<file path="src/rtl/core/mpsp_pkg.sv">
package mpsp_pkg;

	// Default parameter values.
	localparam int POSITION_BITS_DEF = 32;
	localparam int DRIVE_LIMIT_DEF   = 150;

	// Fixed field widths.
	localparam int IN_BITS       = 32;
	localparam int GAIN_BITS     = 7;
	localparam int DRIVE_BITS    = 16;
	localparam int SPEED_I_BITS  = 9;
	localparam int HOLD_NUM_BITS = 20;
	localparam int CFG_IDX_BITS  = 3;

	// Speed integral saturation bound and hold integral step divisor.
	localparam int SPEED_I_MAX = 150;
	localparam logic [GAIN_BITS-1:0] HOLD_STEP_DIV = GAIN_BITS'(5);

	// Configuration register indexes.
	localparam logic [CFG_IDX_BITS-1:0] CFG_HOLD_KP  = 3'd0;
	localparam logic [CFG_IDX_BITS-1:0] CFG_HOLD_DIV = 3'd1;
	localparam logic [CFG_IDX_BITS-1:0] CFG_HOLD_KD  = 3'd2;
	localparam logic [CFG_IDX_BITS-1:0] CFG_SPD_KP   = 3'd3;
	localparam logic [CFG_IDX_BITS-1:0] CFG_SPD_KI   = 3'd4;
	localparam logic [CFG_IDX_BITS-1:0] CFG_SPD_DIV  = 3'd5;

	// Configuration reset values.
	localparam logic [GAIN_BITS-1:0] RST_HOLD_KP  = 7'd8;
	localparam logic [GAIN_BITS-1:0] RST_HOLD_DIV = 7'd20;
	localparam logic [GAIN_BITS-1:0] RST_HOLD_KD  = 7'd40;
	localparam logic [GAIN_BITS-1:0] RST_SPD_KP   = 7'd1;
	localparam logic [GAIN_BITS-1:0] RST_SPD_KI   = 7'd2;
	localparam logic [GAIN_BITS-1:0] RST_SPD_DIV  = 7'd1;

	// Drive direction codes.
	localparam logic [1:0] DIR_BRAKE = 2'd0;
	localparam logic [1:0] DIR_CW    = 2'd1;
	localparam logic [1:0] DIR_CCW   = 2'd2;

	typedef enum logic [2:0] {
		ST_IDLE,
		ST_PREP1,
		ST_PREP2,
		ST_DIV1,
		ST_DIV2
	} mpsp_state_t;

endpackage

</file>
<file path="src/rtl/core/mpsp_serial_div.sv">
module mpsp_serial_div import mpsp_pkg::*; #(
	parameter int DW = HOLD_NUM_BITS
) (
	input  logic                 clk,
	input  logic                 arst_n,
	input  logic                 start,
	input  logic signed [DW-1:0] num,
	input  logic [GAIN_BITS-1:0] den,
	output logic                 busy,
	output logic signed [DW-1:0] quo
);

	localparam int CW = $clog2(DW + 1);

	logic [DW-1:0]        sh_q;
	logic [GAIN_BITS-1:0] rem_q;
	logic [GAIN_BITS-1:0] den_q;
	logic                 neg_q;
	logic [CW-1:0]        cnt_q;
	logic                 busy_q;
	logic [GAIN_BITS:0]   part;
	logic [GAIN_BITS:0]   trial;
	logic                 fits;

	// One quotient bit per cycle, restoring division on the magnitude.
	assign part  = {rem_q, sh_q[DW-1]};
	assign trial = part - {1'b0, den_q};
	assign fits  = part >= {1'b0, den_q};

	always_ff @(posedge clk or negedge arst_n) begin
		if (!arst_n) begin
			busy_q <= 1'b0;
			cnt_q  <= '0;
		end else if (start) begin
			busy_q <= 1'b1;
			cnt_q  <= CW'(DW);
		end else if (busy_q) begin
			cnt_q <= cnt_q - 1'b1;
			if (cnt_q == CW'(1)) begin
				busy_q <= 1'b0;
			end
		end
	end

	always_ff @(posedge clk) begin
		if (start) begin
			neg_q <= num[DW-1];
			sh_q  <= num[DW-1] ? DW'(-num) : DW'(num);
			rem_q <= '0;
			den_q <= den;
		end else if (busy_q) begin
			rem_q <= fits ? trial[GAIN_BITS-1:0] : part[GAIN_BITS-1:0];
			sh_q  <= {sh_q[DW-2:0], fits};
		end
	end

	assign busy = busy_q;
	assign quo  = neg_q ? DW'(-sh_q) : DW'(sh_q);

endmodule

</file>
<file path="src/rtl/core/motor_position_speed_pid.sv">
// Hold mode makes two divider passes per item and speed mode one; the divider length DW
// is the larger of POSITION_BITS and 20. Throughput: one item at a time; the next item
// is accepted once the result is registered, which waits until the previous result has
// been taken; the one-bit-per-cycle divider sets the rate (one or two passes per item).
// Reset: arst_n clears all loop history to zero and loads the register defaults.
module motor_position_speed_pid import mpsp_pkg::*; #(
	parameter int POSITION_BITS = POSITION_BITS_DEF,
	parameter int DRIVE_LIMIT   = DRIVE_LIMIT_DEF
) (
	input  logic                    clk,
	input  logic                    arst_n,
	input  logic                    in_valid,
	output logic                    in_ready,
	input  logic                    op,
	input  logic                    restart,
	input  logic signed [IN_BITS-1:0] position,
	input  logic signed [IN_BITS-1:0] target,
	output logic                    out_valid,
	input  logic                    out_ready,
	output logic [7:0]              pwm_compare,
	output logic [1:0]              drive_dir,
	input  logic                    cfg_valid,
	output logic                    cfg_ready,
	input  logic [CFG_IDX_BITS-1:0] cfg_index,
	input  logic [GAIN_BITS-1:0]    cfg_data
);

	localparam int PW = POSITION_BITS;
	localparam int DW = (PW > HOLD_NUM_BITS) ? PW : HOLD_NUM_BITS;
	localparam int LIM_W = DRIVE_BITS + 1;

	mpsp_state_t state_q, state_d;

	// Configuration registers.
	logic [GAIN_BITS-1:0] hold_kp_q, hold_div_q, hold_kd_q;
	logic [GAIN_BITS-1:0] spd_kp_q, spd_ki_q, spd_div_q;

	// Loop history.
	logic signed [DRIVE_BITS-1:0]   hold_i_q, hold_last_q;
	logic signed [SPEED_I_BITS-1:0] spd_i_q;
	logic signed [PW-1:0]           spd_last_err_q, spd_last_pos_q;

	// Latched item.
	logic                 op_q, rst_q;
	logic [IN_BITS-1:0]   pos_q, tgt_q;

	// Working registers.
	logic signed [PW-1:0]         e_q;
	logic [DRIVE_BITS-1:0]        ma_q, mb_q, acc_q;
	logic [GAIN_BITS-1:0]         ga_q, gb_q;

	// Result register.
	logic       out_valid_q;
	logic [7:0] pwm_q;
	logic [1:0] dir_q;

	// Control.
	logic accept, do_prep1, do_prep2, div_start, mult_step, finish;

	// Divider connection.
	logic signed [DW-1:0]  div_num, div_quo;
	logic [GAIN_BITS-1:0]  div_den;
	logic                  div_busy;

	// Datapath intermediates.
	logic [63:0]                    pos_ext, tgt_ext;
	logic signed [PW-1:0]           pos_p, tgt_p;
	logic signed [PW-1:0]           spd_d;
	logic signed [PW:0]             spd_sum;
	logic signed [SPEED_I_BITS-1:0] spd_i_new;
	logic signed [DRIVE_BITS-1:0]   hold_d;
	logic signed [HOLD_NUM_BITS-1:0] hold_i20, hold_e20, hold_num;
	logic [DRIVE_BITS-1:0]          quo16;
	logic signed [DRIVE_BITS-1:0]   drive;
	logic signed [LIM_W-1:0]        drive17, lim17;
	logic [7:0]                     pwm_d;
	logic [1:0]                     dir_d;

	assign accept    = in_valid && in_ready;
	assign in_ready  = (state_q == ST_IDLE);
	assign cfg_ready = 1'b1;

	// Configuration writes; indexes past the list are ignored.
	always_ff @(posedge clk or negedge arst_n) begin
		if (!arst_n) begin
			hold_kp_q  <= RST_HOLD_KP;
			hold_div_q <= RST_HOLD_DIV;
			hold_kd_q  <= RST_HOLD_KD;
			spd_kp_q   <= RST_SPD_KP;
			spd_ki_q   <= RST_SPD_KI;
			spd_div_q  <= RST_SPD_DIV;
		end else if (cfg_valid) begin
			unique case (cfg_index)
				CFG_HOLD_KP:  hold_kp_q  <= cfg_data;
				CFG_HOLD_DIV: hold_div_q <= cfg_data;
				CFG_HOLD_KD:  hold_kd_q  <= cfg_data;
				CFG_SPD_KP:   spd_kp_q   <= cfg_data;
				CFG_SPD_KI:   spd_ki_q   <= cfg_data;
				CFG_SPD_DIV:  spd_div_q  <= cfg_data;
				default: ;
			endcase
		end
	end

	// Sequencer: next state.
	always_comb begin
		state_d = state_q;
		unique case (state_q)
			ST_IDLE:  if (accept) state_d = ST_PREP1;
			ST_PREP1: state_d = ST_PREP2;
			ST_PREP2: state_d = op_q ? ST_DIV2 : ST_DIV1;
			ST_DIV1:  if (!div_busy) state_d = ST_DIV2;
			ST_DIV2:  if (!div_busy && (!out_valid_q || out_ready)) state_d = ST_IDLE;
			default:  state_d = ST_IDLE;
		endcase
	end

	// Sequencer: outputs.
	always_comb begin
		do_prep1  = 1'b0;
		do_prep2  = 1'b0;
		div_start = 1'b0;
		mult_step = 1'b0;
		finish    = 1'b0;
		unique case (state_q)
			ST_IDLE:  ;
			ST_PREP1: do_prep1 = 1'b1;
			ST_PREP2: begin
				do_prep2  = 1'b1;
				div_start = 1'b1;
			end
			ST_DIV1: begin
				mult_step = 1'b1;
				div_start = !div_busy;
			end
			ST_DIV2: begin
				mult_step = 1'b1;
				finish    = !div_busy && (!out_valid_q || out_ready);
			end
			default: ;
		endcase
	end

	always_ff @(posedge clk or negedge arst_n) begin
		if (!arst_n) begin
			state_q <= ST_IDLE;
		end else begin
			state_q <= state_d;
		end
	end

	// Inputs brought to the position width, wrapping or sign-extending.
	assign pos_ext = {{(64-IN_BITS){pos_q[IN_BITS-1]}}, pos_q};
	assign tgt_ext = {{(64-IN_BITS){tgt_q[IN_BITS-1]}}, tgt_q};
	assign pos_p   = pos_ext[PW-1:0];
	assign tgt_p   = tgt_ext[PW-1:0];

	// Hold step numerator 5*i + 4*e, and the change of hold error.
	assign hold_d   = DRIVE_BITS'(e_q[DRIVE_BITS-1:0] - hold_last_q);
	assign hold_i20 = HOLD_NUM_BITS'(hold_i_q);
	assign hold_e20 = HOLD_NUM_BITS'($signed(e_q[DRIVE_BITS-1:0]));
	assign hold_num = (hold_i20 <<< 2) + hold_i20 + (hold_e20 <<< 2);

	// Speed error change and the saturated integral.
	assign spd_d   = PW'(e_q - spd_last_err_q);
	assign spd_sum = (PW+1)'(e_q) + (PW+1)'(spd_i_q);
	always_comb begin
		if (spd_sum > (PW+1)'(SPEED_I_MAX)) begin
			spd_i_new = SPEED_I_BITS'(SPEED_I_MAX);
		end else if (spd_sum < -(PW+1)'(SPEED_I_MAX)) begin
			spd_i_new = -SPEED_I_BITS'(SPEED_I_MAX);
		end else begin
			spd_i_new = SPEED_I_BITS'(spd_sum);
		end
	end

	// Divider operand selection: the hold loop makes two passes, step then gain divide.
	always_comb begin
		if (state_q == ST_DIV1) begin
			div_num = DW'($signed(div_quo[DRIVE_BITS-1:0]));
			div_den = hold_div_q;
		end else if (op_q) begin
			div_num = DW'(spd_d);
			div_den = spd_div_q;
		end else begin
			div_num = DW'(hold_num);
			div_den = HOLD_STEP_DIV;
		end
	end

	mpsp_serial_div #(
		.DW(DW)
	) u_div (
		.clk    (clk),
		.arst_n (arst_n),
		.start  (div_start),
		.num    (div_num),
		.den    (div_den),
		.busy   (div_busy),
		.quo    (div_quo)
	);

	always_ff @(posedge clk) begin
		if (accept) begin
			op_q  <= op;
			rst_q <= restart;
			pos_q <= position;
			tgt_q <= target;
		end
		if (do_prep1) begin
			// With a restart the last position equals the current one.
			e_q <= op_q ? PW'((rst_q ? pos_p : spd_last_pos_q) - pos_p + tgt_p)
				: PW'(tgt_p - pos_p);
		end
		if (do_prep2) begin
			acc_q <= '0;
			ma_q  <= e_q[DRIVE_BITS-1:0];
			if (op_q) begin
				mb_q <= DRIVE_BITS'(spd_i_new);
				ga_q <= spd_kp_q;
				gb_q <= spd_ki_q;
			end else begin
				mb_q <= hold_d;
				ga_q <= hold_kp_q;
				gb_q <= hold_kd_q;
			end
		end else if (mult_step) begin
			// Shift-and-add over the gain bits, both products at once.
			acc_q <= acc_q + (ga_q[0] ? ma_q : '0) + (gb_q[0] ? mb_q : '0);
			ma_q  <= {ma_q[DRIVE_BITS-2:0], 1'b0};
			mb_q  <= {mb_q[DRIVE_BITS-2:0], 1'b0};
			ga_q  <= ga_q >> 1;
			gb_q  <= gb_q >> 1;
		end
	end

	// Loop history, cleared at reset; a restart clears the selected loop's integral and last error.
	always_ff @(posedge clk or negedge arst_n) begin
		if (!arst_n) begin
			hold_i_q       <= '0;
			hold_last_q    <= '0;
			spd_i_q        <= '0;
			spd_last_err_q <= '0;
			spd_last_pos_q <= '0;
		end else begin
			if (do_prep1 && rst_q) begin
				if (op_q) begin
					spd_i_q        <= '0;
					spd_last_err_q <= '0;
				end else begin
					hold_i_q    <= '0;
					hold_last_q <= '0;
				end
			end
			if (do_prep2) begin
				if (op_q) begin
					spd_i_q        <= spd_i_new;
					spd_last_err_q <= e_q;
					spd_last_pos_q <= pos_p;
				end else begin
					hold_last_q <= e_q[DRIVE_BITS-1:0];
				end
			end
			if (state_q == ST_DIV1 && !div_busy) begin
				hold_i_q <= div_quo[DRIVE_BITS-1:0];
			end
		end
	end

	// Final sum and the drive to compare/direction mapping.
	always_comb begin
		if (op_q) begin
			quo16 = (spd_div_q == '0) ? '0 : div_quo[DRIVE_BITS-1:0];
		end else begin
			quo16 = (hold_div_q == '0) ? '0 : div_quo[DRIVE_BITS-1:0];
		end
	end

	assign drive   = DRIVE_BITS'(acc_q + quo16);
	assign drive17 = LIM_W'(drive);
	assign lim17   = LIM_W'(DRIVE_LIMIT);

	always_comb begin
		if (drive17 < -lim17) begin
			pwm_d = '0;
			dir_d = DIR_CCW;
		end else if (drive17 < 0) begin
			pwm_d = 8'(lim17 + drive17);
			dir_d = DIR_CCW;
		end else if (drive17 == 0) begin
			pwm_d = '0;
			dir_d = DIR_BRAKE;
		end else if (drive17 < lim17) begin
			pwm_d = 8'(lim17 - drive17);
			dir_d = DIR_CW;
		end else begin
			pwm_d = '0;
			dir_d = DIR_CW;
		end
	end

	// Result register: holds one item until it is taken.
	always_ff @(posedge clk or negedge arst_n) begin
		if (!arst_n) begin
			out_valid_q <= 1'b0;
		end else if (finish) begin
			out_valid_q <= 1'b1;
		end else if (out_ready) begin
			out_valid_q <= 1'b0;
		end
	end

	always_ff @(posedge clk) begin
		if (finish) begin
			pwm_q <= pwm_d;
			dir_q <= dir_d;
		end
	end

	assign out_valid   = out_valid_q;
	assign pwm_compare = pwm_q;
	assign drive_dir   = dir_q;

endmodule
</file>
<file path="config.mk">
export PLATFORM = sky130hd
export DESIGN_NAME = motor_position_speed_pid
export DESIGN_NICKNAME = d
export VERILOG_FILES = /design/src/rtl/core/mpsp_pkg.sv /design/src/rtl/core/mpsp_serial_div.sv /design/src/rtl/core/motor_position_speed_pid.sv
export SDC_FILE = /design/constraint.sdc
export NUM_CORES = 1
export LEC_CHECK = 0
export BUFFER_PORTS_ARGS = -buffer_cell sky130_fd_sc_hd__buf_2
export CAP_MARGIN = 20
export CORE_ASPECT_RATIO = 1.75
export CORE_MARGIN = 5
export CORE_UTILIZATION = 60
export DETAILED_ROUTE_END_ITERATION = 8
export GPL_ROUTABILITY_DRIVEN = 0
export PLACE_DENSITY_LB_ADDON = 0.12
export SLEW_MARGIN = 10
export SYNTH_ARGS = -nofsm -noshare
export SYNTH_HDL_FRONTEND = slang
export SYNTH_SLANG_ARGS = --single-unit
</file>
<file path="constraint.sdc">
create_clock -name clk -period 6.3 [get_ports clk]
set_input_delay 0.63 -clock clk [delete_from_list [all_inputs] [get_ports clk]]
set_output_delay 0.63 -clock clk [all_outputs]
set_load 0.02 [all_outputs]
</file>
==> flow_metrics.tcl, run 1 <==
set metrics [dict create \
    crit_path_max_incr_delay_ns 0.54 \
    setup_ws_ns 0.7459 \
    route.vias.total 22790 \
    end_kind "flop" \
    critPathMaxFanout 9 \
    ys_warn_count 0 \
    worst_slew_pin_slew_ns 1.118 \
    slowest_stage "nor3b_2" \
    root_buffer "clkbuf_16" \
    insertedDiodeCount 0 \
    synth_top_area_cell "edfxtp_1" \
    cts_setup_buffers 0 \
    vias_per_cell 6.179 \
    dr.pass1.iters 6 \
    synth_cell_types 102 \
    synth_cells 3008 \
    fin_worst_skew_ns 0.01921 \
    cp_common_cell "ha_1" \
    period_minus_slack_ns 5.554 \
    hold_path.class "primary input to async pin" \
    cp_cell_sequence "inv_1 > ha_1 > nand2b_1 > o41ai_1 > xor2_1 > nor2_1 > ha_1 > o21a_1 > o21ai_0 > a211oi_1 > o311a_1 > o21ai_0 > nor3b_1 > a311oi_1 > nor2_1 > nand4_1 > ha_1 > nor3b_2 > a221oi_1 > a31oi_1" \
    cts_hold_buf 0 \
    synth_area_leaders "edfxtp_1, dfrtp_1, ha_1" \
    final_cell_mix "nand2_1, inv_1, o21ai_0, ha_1, edfxtp_1" \
    syn_to_final_growth_pct 8.106 \
    drive_gt1_share_pct 9.932 \
    wl_per_cell_um 19.50 \
    arrival_ns 5.94 \
    grt-ovfl-total 0 \
    grt_setup_unrepaired "false" \
    die_w_um 173.9 \
    maxCapViolations 0 \
    ioPinCount 94 \
    setup_viol 0 \
    cts_made_buffers 39 \
    cp_num_buf_inv 1 \
    drc 0 \
    grt_max_degree 68 \
    netlist_area_um2 28200 \
    place_ws_ns 0.8769 \
    cts_tree "yes" \
    drtIter0Drc 1413 \
    port_buffers 92 \
    finalCritPeriodShare_pct 88.16 \
    required_ns 6.68 \
    path_clk_slew_ns 0.06 \
    cts.repair.resized 0 \
    hold_viol 0 \
    grt_pass1_wl_um 117000 \
    synth_edf_count 194 \
    htreeDepth 2 \
    clk_latency_ns 0.55 \
    critical_path_class "flop to flop" \
    synth.net_count 3362 \
    cts.sink_count 375 \
    ys_async_sr_fraction_pct 42.13 \
    hpwlAfterDp_um 55090 \
    clockBufferDepth 3 \
    crit_family "compound AO/OA/AOI/OAI gates" \
    final_common_cell "nand2_1" \
    max_freq_mhz 180.0 \
    routed_wl_um 71950 \
    synth-main-ff-cell "edfxtp_1" \
    final_antenna_net_count 0 \
    die_area_um2 51610 \
    critPathLaunchType "flop" \
    initial_utilization_pct 60.30 \
    max_slew_margin_pct 25.24 \
    fill_cells 3861 \
    yosysSeqAreaShare_pct 36.35 \
    antenna_found_initial 0 \
    maxSlewViolCount 0 \
    ys_ff_latch 375 \
    status "completed" \
    core_um2 46770 \
    grt_pass1_vias 23710 \
    fin_tns_setup_ns 0 \
    synth_top_area_share_pct 20.66 \
    final_nets 3425 \
    fp.dieH_um 296.8 \
    syn_avg_cell_area_um2 9.375 \
    core.rowCount 105 \
    track_usage_pct 27.37 \
]
[kinds of logic (layout without fill, tap and decap cells)]
family,after synthesis,count (layout),synth area share [%]
AOI/OAI and AO/OA,870,870,20.10
and+or+nand+nor,816,816,13.84
DFF,375,375,36.35
buffers and inverters,354,447,5.062
adders and majority gates,273,273,13.95
xor gates and xnor gates,203,203,6.358
muxes,116,116,4.330
other,1,1,0.01330
[stage by stage]
| stage | hold slack [ns] | std cells | util (%) | instance area (um^2) |
|---|---|---|---|---|
| after detailed placement | 0.4715 | 3616 | 62.44 | 29200 |
| after CTS | 0.08690 | 3687 | 65.15 | 30470 |
| after global placement | 0.4574 | 3616 | 62.44 | 29200 |
| final | 0.05632 | 3689 | 65.18 | 30490 |
| after floorplan | 0.3344 | 3008 | - | 28200 |
| after global routing | 0.1080 | 3689 | 65.18 | 30490 |
[cell type report]
| cell class | instances | area (um^2) | share of cell area [%] |
|---|---|---|---|
| Multi-Input combinational cell | 2279 | 16570 | 54.37 |
| Clock buffer | 51 | 1095 | 3.591 |
| Sequential cell | 375 | 10250 | 33.62 |
| Inverter | 250 | 938.4 | 3.078 |
| Timing Repair Buffer | 126 | 719.4 | 2.360 |
| Tap cell | 588 | 735.7 | 2.413 |
| Clock inverter | 20 | 173.9 | 0.5705 |
[synthesized netlist by cell type, types with 25 or more instances]
library cell and n:
xor2_1 82, o211ai_1 25, a31oi_1 29, o21ai_0 243, a211oi_1 34, nand2_1 306, a21oi_1 184, nand4_1 31
nand3_1 58, mux2i_1 68, clkbuf_1 84, nor3_1 39, dfrtp_1 150, and2_1 39, xnor2_1 119, a21o_1 90
nor2_1 187, fa_1 69, mux2_2 48, o21a_1 31, edfxtp_1 194, inv_1 248, nand2b_1 28, ha_1 204
a22o_1 44
[final timing paths]
check,start,end,slack (ns),cells after the start
min reg2reg,spd_last_pos_q[24],spd_last_pos_q[24],0.48,2
min in group clk,position[29],pos_p[29],0.25,1
max in group asynchronous,arst_n,hold_kd_q[6],5.04,2
max reg2reg,u_div.sh_q[0],pwm_compare[6],0.75,20
max,u_div.sh_q[0],pwm_compare[6],0.75,20
min,arst_n,state_q[0],0.06,1
[per-layer routing]
metal	share of wire, %	global-route usage (%)	up-vias
met5	0	0	-
met4	5.9	14.63	0
met3	4.0	2.952	234
met2	54	52.41	649
met1	36	29.00	10950
li1	-	-	10960
Power of run 1 is left out: the tool's default activity adds up to more than one toggle a clock period on the data nets, which glitch-free logic cannot reach.
==> run 2, diff against run 1 <==
CORE_ASPECT_RATIO = not set   (was 1.75)
==> run 2 against run 1 <==
Against the previous run:
- clock skew is 0.0029 ns higher
- first-iteration DRC count rose by 42%
- die area is 0.33% lower
- fmax about the same
- wire length down 2.4%
- sequential cell count stayed put
- via count barely moved
- non-clock buffer count decreased by 1
- highest routed layer unchanged
- critical endpoint unchanged
- register-to-register slack about the same
- design area up 0.79%
- final cell count rose by 0.73%
- hold slack worse by 0.0013 ns
==> flow_metrics.tcl, run 2 (synthesis results as in run 1) <==
set metrics [dict create \
    grt-ovfl-total 0 \
    required_ns 6.72 \
    cts_tree "yes" \
    critPathLaunchType "flop" \
    fin_tns_setup_ns 0 \
    crit_path_max_incr_delay_ns 0.54 \
    clk_latency_ns 0.58 \
    antenna_found_initial 0 \
    place_ws_ns 0.8371 \
    crit_start "spd_div_q[4]" \
    crit_family "compound AO/OA/AOI/OAI gates" \
    ioPinCount 94 \
    route.vias.total 22770 \
    max_freq_mhz 179.9 \
    final_common_cell "nand2_1" \
    r2r_slack_ns 0.74 \
    drtIter0Drc 2010 \
    clockBufferDepth 3 \
    initial_utilization_pct 60.57 \
    fp.dieH_um 226.8 \
    fill_cells 3718 \
    worst_slew_pin_slew_ns 1.018 \
    multi_input_area_um2 16560 \
    drive_gt1_share_pct 10.01 \
    htreeDepth 2 \
    routed_wl_um 70200 \
    core.rowCount 79 \
    final_antenna_net_count 0 \
    grt_pass1_vias 22680 \
    setup_ws_ns 0.7426 \
    hpwlAfterDp_um 51820 \
    grt_max_degree 100 \
    dr_wl_met2_um 33400 \
    cp_cell_sequence "or4_1 > o41ai_2 > buf_4 > nor2_1 > ha_1 > o21a_1 > o21ai_0 > a211oi_1 > o311a_1 > o21ai_0 > nor3b_1 > a311oi_1 > nor2_1 > nand4_1 > ha_1 > nor3b_2 > a221oi_1 > a31oi_1" \
    wl_met3_um 3824 \
    utilization_pct 66.00 \
    cts_made_buffers 43 \
    root_buffer "clkbuf_16" \
    r2r_start "spd_div_q[4]" \
    max_slew_margin_pct 31.16 \
    cts.sink_count 375 \
    top_layer_used "met4" \
    cts_hold_buf 0 \
    grt_setup_unrepaired "false" \
    setup_viol 0 \
    placed_cell_area_um2 29220 \
    fin_worst_skew_ns 0.02207 \
    end_kind "flop" \
    drc 0 \
    cp_num_buf_inv 1 \
    port_buffers 92 \
    fin_area_um2 30730 \
    maxSlewViolCount 0 \
    drt-met1-wl_um 30800 \
    final_cell_mix "nand2_1, inv_1, o21ai_0, ha_1, edfxtp_1" \
    core_um2 46560 \
    path_clk_slew_ns 0.06 \
    hold_viol 0 \
    dr.pass1.iters 6 \
    arrival_ns 5.97 \
    grt_pass1_wl_um 114600 \
    track_usage_pct 27.17 \
    critPathMaxFanout 16 \
    slowest_stage "nor3b_2" \
    maxCapViolations 0 \
    die_w_um 226.8 \
    critical_path_class "flop to flop" \
    cts.repair.resized 0 \
    finalCritPeriodShare_pct 88.21 \
    syn_to_final_growth_pct 8.958 \
    status "completed" \
    ff_latch_area_um2 10250 \
    cts_setup_buffers 0 \
    period_minus_slack_ns 5.557 \
    final_nets 3428 \
    die_area_um2 51440 \
    hold_path.class "primary input to async pin" \
    vias_per_cell 6.128 \
    wl_per_cell_um 18.89 \
]
[run 2: cell types whose count changed in the layout (fill, tap and decap cells not counted), sizes merged]
cell,delta
clkinvlp,+1
clkinv,-3
clkbuf,+12
diode,+1
inv,-3
buf,-2
bufinv,+2
[run 2: through the flow]
stage	hold slack (ns)	std cells
floorplan	0.3344	3008
global placement	0.4555	3633
detailed placement	0.4662	3634
global route	0.1251	3715
finish	0.05504	3716
CTS	0.09607	3713
[run 2: per-layer routing]
metal | vias up | track usage (%)
met5 | - | 0
met4 | 0 | 8.946
met3 | 140 | 3.314
met2 | 705 | 45.74
met1 | 10980 | 36.81
li1 | 10950 | -
[run 2: path summary, 6_finish.rpt]
check                                      to  cells after the start
setup / recovery               pwm_compare[6]                     18
hold / removal                      out_valid                      1
setup reg to reg               pwm_compare[6]                     18
hold reg to reg                u_div.rem_q[6]                      2
max in group asynchronous  spd_last_pos_q[19]                      2
min in group clk                    tgt_p[11]                      1
[run 2: cell type report]
type                    count  share of cell area [%]
repair buffers            125                   2.358
clock buffers              62                   4.206
diodes                      1                0.008144
multi-input cells        2279                   53.91
well taps                 607                   2.472
flip-flops and latches    375                   33.36
clock inverters            17                  0.6352
inverters                 250                   3.054
Power of run 2 is left out for the same reason.
